$ cat config.mk
export PLATFORM = sky130hd
export DESIGN_NAME = lcal_ctrl
export DESIGN_NICKNAME = d
export VERILOG_FILES = /design/src/lcal_pkg.sv /design/src/lcal_ctrl.sv
export SDC_FILE = /design/constraint.sdc
export NUM_CORES = 1
export LEC_CHECK = 0
export BUFFER_PORTS_ARGS = -buffer_cell sky130_fd_sc_hd__buf_2
export CORE_UTILIZATION = 50
export CTS_BUF_LIST = sky130_fd_sc_hd__clkbuf_8
export DETAILED_ROUTE_END_ITERATION = 8
export GPL_TIMING_DRIVEN = 0
export PLACE_DENSITY = 0.84
export SKIP_CTS_REPAIR_TIMING = 1
export SYNTH_ARGS = -nofsm -noshare
export SYNTH_HDL_FRONTEND = slang
export SYNTH_SLANG_ARGS = --single-unit
export TNS_END_PERCENT = 100
$ cat constraint.sdc
create_clock -name clk -period 2.8 [get_ports clk]
set_input_delay 0 -clock clk [delete_from_list [all_inputs] [get_ports clk]]
set_output_delay 0 -clock clk [all_outputs]
set_load 0.01 [all_outputs]
$ cat src/lcal_pkg.sv
// Shared types and constants for the ancestor lifting block.
// No dependencies; every other module of the block except lcal_ram imports this package.
package lcal_pkg;

  localparam int NODE_W          = 10;
  localparam int DEPTH_W         = 11;
  localparam int CMD_W           = 2;
  localparam int MAX_NODES_DEF   = 1024;
  localparam int LIFT_LEVELS_DEF = 11;

  typedef enum logic [CMD_W-1:0] {
    CMD_LOAD  = 2'd0,
    CMD_BUILD = 2'd1,
    CMD_QUERY = 2'd2,
    CMD_NONE  = 2'd3
  } cmd_t;

  typedef struct packed {
    cmd_t               cmd;
    logic [NODE_W-1:0]  node_a;
    logic [NODE_W-1:0]  node_b;
    logic [DEPTH_W-1:0] node_depth;
  } in_item_t;

  typedef struct packed {
    logic [NODE_W-1:0] ancestor;
    cmd_t              done_kind;
  } out_item_t;

  typedef enum logic [3:0] {
    OP_NONE   = 4'd0,
    OP_ACCEPT = 4'd1,
    OP_LOAD   = 4'd2,
    OP_BISSUE = 4'd3,
    OP_BNEXT  = 4'd4,
    OP_QDEP   = 4'd5,
    OP_QCMP   = 4'd6,
    OP_QLIFT  = 4'd7,
    OP_QLEND  = 4'd8,
    OP_QTOG   = 4'd9,
    OP_QTEND  = 4'd10,
    OP_QFIN   = 4'd11,
    OP_OUT    = 4'd12
  } dp_op_t;

  typedef struct packed {
    logic last_zero;
    logic j_at_last;
    logic pipe_empty;
    logic lvl_top;
    logic lvl_zero;
    logic x_eq_y;
  } dp_status_t;

endpackage

$ cat src/lcal_ctrl.sv
// Controller state machine of the ancestor lifting block.
// Depends on lcal_pkg; drives the datapath operation and both handshakes.
module lcal_ctrl (
  input  logic                clk,
  input  logic                rst_n,
  input  logic                in_valid,
  input  lcal_pkg::cmd_t      in_cmd,
  output logic                in_stall,
  output logic                out_valid,
  input  logic                out_stall,
  output lcal_pkg::dp_op_t    op,
  input  lcal_pkg::dp_status_t status
);
  import lcal_pkg::*;

  typedef enum logic [11:0] {
    S_IDLE   = 12'h001,
    S_LOAD   = 12'h002,
    S_BRUN   = 12'h004,
    S_BDRAIN = 12'h008,
    S_QDEP   = 12'h010,
    S_QCMP   = 12'h020,
    S_QLIFT  = 12'h040,
    S_QLEND  = 12'h080,
    S_QTOG   = 12'h100,
    S_QTEND  = 12'h200,
    S_QFIN   = 12'h400,
    S_DONE   = 12'h800
  } state_t;

  state_t state_r, state_nxt;
  logic   out_valid_r, out_valid_nxt;

  always_comb begin
    state_nxt = state_r;
    op        = OP_NONE;
    unique case (state_r)
      S_IDLE: begin
        if (in_valid) begin
          op = OP_ACCEPT;
          unique case (in_cmd)
            CMD_LOAD:  state_nxt = S_LOAD;
            CMD_BUILD: state_nxt = status.last_zero ? S_DONE : S_BRUN;
            CMD_QUERY: state_nxt = S_QDEP;
            CMD_NONE:  state_nxt = S_DONE;
            default:   state_nxt = S_DONE;
          endcase
        end
      end
      S_LOAD: begin
        op        = OP_LOAD;
        state_nxt = S_DONE;
      end
      S_BRUN: begin
        op = OP_BISSUE;
        if (status.j_at_last) begin
          state_nxt = S_BDRAIN;
        end
      end
      S_BDRAIN: begin
        if (status.pipe_empty) begin
          if (status.lvl_top) begin
            state_nxt = S_DONE;
          end else begin
            op        = OP_BNEXT;
            state_nxt = S_BRUN;
          end
        end
      end
      S_QDEP: begin
        op        = OP_QDEP;
        state_nxt = S_QCMP;
      end
      S_QCMP: begin
        op        = OP_QCMP;
        state_nxt = S_QLIFT;
      end
      S_QLIFT: begin
        op = OP_QLIFT;
        if (status.lvl_zero) begin
          state_nxt = S_QLEND;
        end
      end
      S_QLEND: begin
        op        = OP_QLEND;
        state_nxt = status.x_eq_y ? S_DONE : S_QTOG;
      end
      S_QTOG: begin
        op = OP_QTOG;
        if (status.lvl_zero) begin
          state_nxt = S_QTEND;
        end
      end
      S_QTEND: begin
        op        = OP_QTEND;
        state_nxt = S_QFIN;
      end
      S_QFIN: begin
        op        = OP_QFIN;
        state_nxt = S_DONE;
      end
      S_DONE: begin
        if (!out_valid_r || !out_stall) begin
          op        = OP_OUT;
          state_nxt = S_IDLE;
        end
      end
      default: state_nxt = S_IDLE;
    endcase
  end

  assign out_valid_nxt = (op == OP_OUT) || (out_valid_r && out_stall);

  always_ff @(posedge clk) begin
    if (!rst_n) begin
      state_r     <= S_IDLE;
      out_valid_r <= 1'b0;
    end else begin
      state_r     <= state_nxt;
      out_valid_r <= out_valid_nxt;
    end
  end

  assign in_stall  = (state_r != S_IDLE);
  assign out_valid = out_valid_r;

endmodule

==> results.py <==
metrics = {
    "floorplan": {
        "fp.dieW_um": 46.2,
        "die_area_um2": 2130,
        "start_util": 0.547,
        "coreArea_um2": 1780,
        "die_height_um": 46.2,
        "ioPinCount": 18,
        "rows": 15,
    },
    "logic_synthesis": {
        "synth_cells": 127,
        "synth_area_um2": 975,
        "ys_warn_count": 0,
        "synthDistinctLibCells": 39,
        "syn_nets": 139,
        "yosysSeqAreaShare": 0.267,
        "synth_seq_cells": 13,
        "syn_avg_cell_area_um2": 7.67,
    },
    "critical_path": {
        "crit_buf_inv": 1,
        "r2r-end": "state_r[2]",
        "critical_path_arrival_ns": 2.44,
        "r2r_setup_slack_ns": 0.50,
        "cp_slowest_stage_delay_ns": 0.57,
        "critPathLaunchType": "register",
        "path_cells": "buf_2 -> nor4_2 -> nand2_1 -> nor3b_1 -> or3_1 -> o22ai_1 -> and2_1",
        "critPathMaxFanout": 10,
        "required_ns": 2.94,
        "critPathKind": "register to register",
        "cp_slowest_cell": "nor4_2",
        "r2r_start": "state_r[6]",
        "end_kind": "register",
        "ff2ff_path_depth": 7,
        "cp_top_family": "simple AND/OR/NAND/NOR gates",
    },
    "clock_tree": {
        "cts_tree": "done",
        "htree_levels": 1,
        "cts_buffers": 3,
        "clock_sinks": 13,
        "clkLatencyLatePin_ns": 0.25,
        "cts_max_path_buffers": 2,
        "clk_pin_slew_worst_paths_ns": 0.06,
        "clockRootBuffer": "clkbuf_8",
    },
    "timing": {
        "max_slew_margin": 0.528,
        "fin_tns_setup_ns": 0,
        "max_freq_ghz": 0.435,
        "fin_crit_ns": 2.30,
        "whs_ns": 0.0255,
        "rsz0062_at_grt": "no",
        "maxSlewViolCount": 0,
        "hold_violations": 0,
        "worst_slew_pin_slew_ns": 0.699,
        "fin_skew_ns": 0.00472,
        "finalCritPeriodShare": 0.822,
        "finalSetupViolCount": 0,
    },
    "run": {
        "maxCapViolCount": 0,
    },
    "routing": {
        "dr.pass1.iters": 4,
        "wirelength_um": 2760,
        "ant_nets": 0,
        "wl_per_cell_um": 15.7,
        "drt-vias-per-instance": 6.16,
        "dr_total_vias": 1085,
        "drt_iter0_markers": 62,
        "drc": 0,
    },
    "power_and_ir_drop": {
        "p_per_area_nw_per_um2": 512,
        "finalPower_uw": 597,
        "irDropWorstVdd_v": 0.000359,
        "p_leak_nw": 0.487,
    },
    "final_layout": {
        "final_net_count": 164,
        "fill_cells": 163,
        "syn_to_final_growth_pct": 19.6,
        "drive_gt1_frac": 0.232,
        "final_cell_count_no_fill": 176,
        "antennaDiodeCount": 0,
    },
    "worst_hold_path": {
        "hold_depth": 2,
        "min_to": "state_r[11]",
        "hp-start": "rst_n",
        "hold_class": "input pin to register",
    },
    "run_status": {
        "status": "complete, no violations",
    },
    "grt": {
        "antenna_found_initial": 0,
        "grtUsageTotal": 0.291,
        "grt_overflow": 0,
        "grt_pass1_wl_um": 4330,
        "grt_pass1_vias": 961,
        "grt_max_degree": 11,
    },
    "placed_design": {
        "numPortBuffers": 17,
        "dp.cells": 169,
        "place_congestion": 0.940,
        "dp_hpwl_um": 1980,
    },
}
cells in the final DEF (no fill, tap or decap), types with 2 or more instances in the layout:
cell / n
clkbuf_1: 2
a21oi_1: 7
nand2_1: 10
nor2_1: 10
o21ai_0: 8
nor4_1: 5
nand4_1: 3
nor3b_1: 5
and2_1: 2
clkbuf_8: 3
inv_1: 7
nand2b_1: 3
nor4_4: 2
xnor2_1: 4
dlygate4sd3_1: 3
nor3_1: 12
buf_2: 22
nor4b_1: 2
xor2_1: 5
nand3_1: 3
dfxtp_1: 13
per-stage QoR:
step	worst slack (ns)	utilization	area [um^2]
floorplan	0.963	-	975
global placement	0.624	0.612	1090
CTS	0.542	0.637	1140
global route	0.358	0.654	1170
finish	0.499	0.654	1170
detailed placement	0.568	0.612	1090
state kept, by name, summed over array words and instances, names as in the netlist:
| register | count |
|---|---|
| out_valid | 1 |
| state_r | 12 |
synthesized netlist by cell type, drive strengths merged:
cell / number / area [um^2]
dfxtp: 13 / 260
nor3: 12 / 60.1
nand2: 10 / 37.5
nor2: 10 / 37.5
nor4: 8 / 86.3
o21ai: 8 / 40.0
a21oi: 7 / 35.0
inv: 6 / 22.5
buf: 5 / 25.0
nor3b: 5 / 37.5
xor2: 5 / 43.8
nand3: 4 / 32.5
xnor2: 4 / 35.0
and2: 3 / 18.8
clkbuf: 3 / 12.5
nand2b: 3 / 18.8
nand4: 3 / 18.8
nor4b: 2 / 17.5
a221o: 1 / 10.0
a22oi: 1 / 7.51
a31oi: 1 / 6.26
and3: 1 / 7.51
nand3b: 1 / 7.51
nand4b: 1 / 8.76
o2111a: 1 / 12.5
o21a: 1 / 7.51
o221a: 1 / 11.3
o22a: 1 / 8.76
o22ai: 1 / 6.26
o311ai: 1 / 8.76
o32a: 1 / 10.0
or2: 1 / 6.26
or3: 1 / 6.26
or4b: 1 / 10.0
area by class of cell:
class / instances / area, um^2 / share of cell area
sequential: 13 / 260 / 0.223
clock buffer: 3 / 41.3 / 0.0354
timing repair buffer: 20 / 115 / 0.0987
inverter: 6 / 22.5 / 0.0193
tap: 25 / 31.3 / 0.0268
buffer: 8 / 37.5 / 0.0322
clock inverter: 1 / 3.75 / 0.00322
multi-input combinational: 100 / 654 / 0.561
where the power goes:
| group | internal, mW | switching, mW | total [mW] |
|---|---|---|---|
| Combinational | 0.0890 | 0.130 | 0.219 |
| Sequential | 0.194 | 0.0139 | 0.208 |
| Clock | 0.0972 | 0.0728 | 0.170 |
per-layer routing:
layer	part of all wire	wire length, um	track usage	vias to the layer above
met5	0	0	0	-
met4	0.047	130	0.171	0
met3	0.10	277	0.0627	13
met2	0.45	1230	0.414	67
met1	0.41	1120	0.396	492
li1	-	-	-	513
cell families (layout without fill, tap and decap cells):
| family | Yosys count | count (layout) | synth area share |
|---|---|---|---|
| XOR/XNOR | 9 | 9 | 0.0809 |
| buffers and inverters | 14 | 38 | 0.0616 |
| AND/OR/NAND/NOR | 66 | 66 | 0.422 |
| flip-flops | 13 | 13 | 0.267 |
| AO/OA/AOI/OAI | 25 | 25 | 0.168 |
worst max-delay path by stage:
stage | cells after the start | slack (ns) | endpoint | startpoint
floorplan | 7 | 0.96 | state_r[2] | state_r[6]
global placement | 7 | 0.62 | state_r[2] | state_r[6]
detailed placement | 7 | 0.57 | state_r[2] | state_r[6]
CTS | 7 | 0.54 | state_r[2] | state_r[6]
global route | 7 | 0.36 | state_r[2] | state_r[6]
finish | 7 | 0.50 | state_r[2] | state_r[6]
No activity file was read; power rests on OpenSTA's default activity.
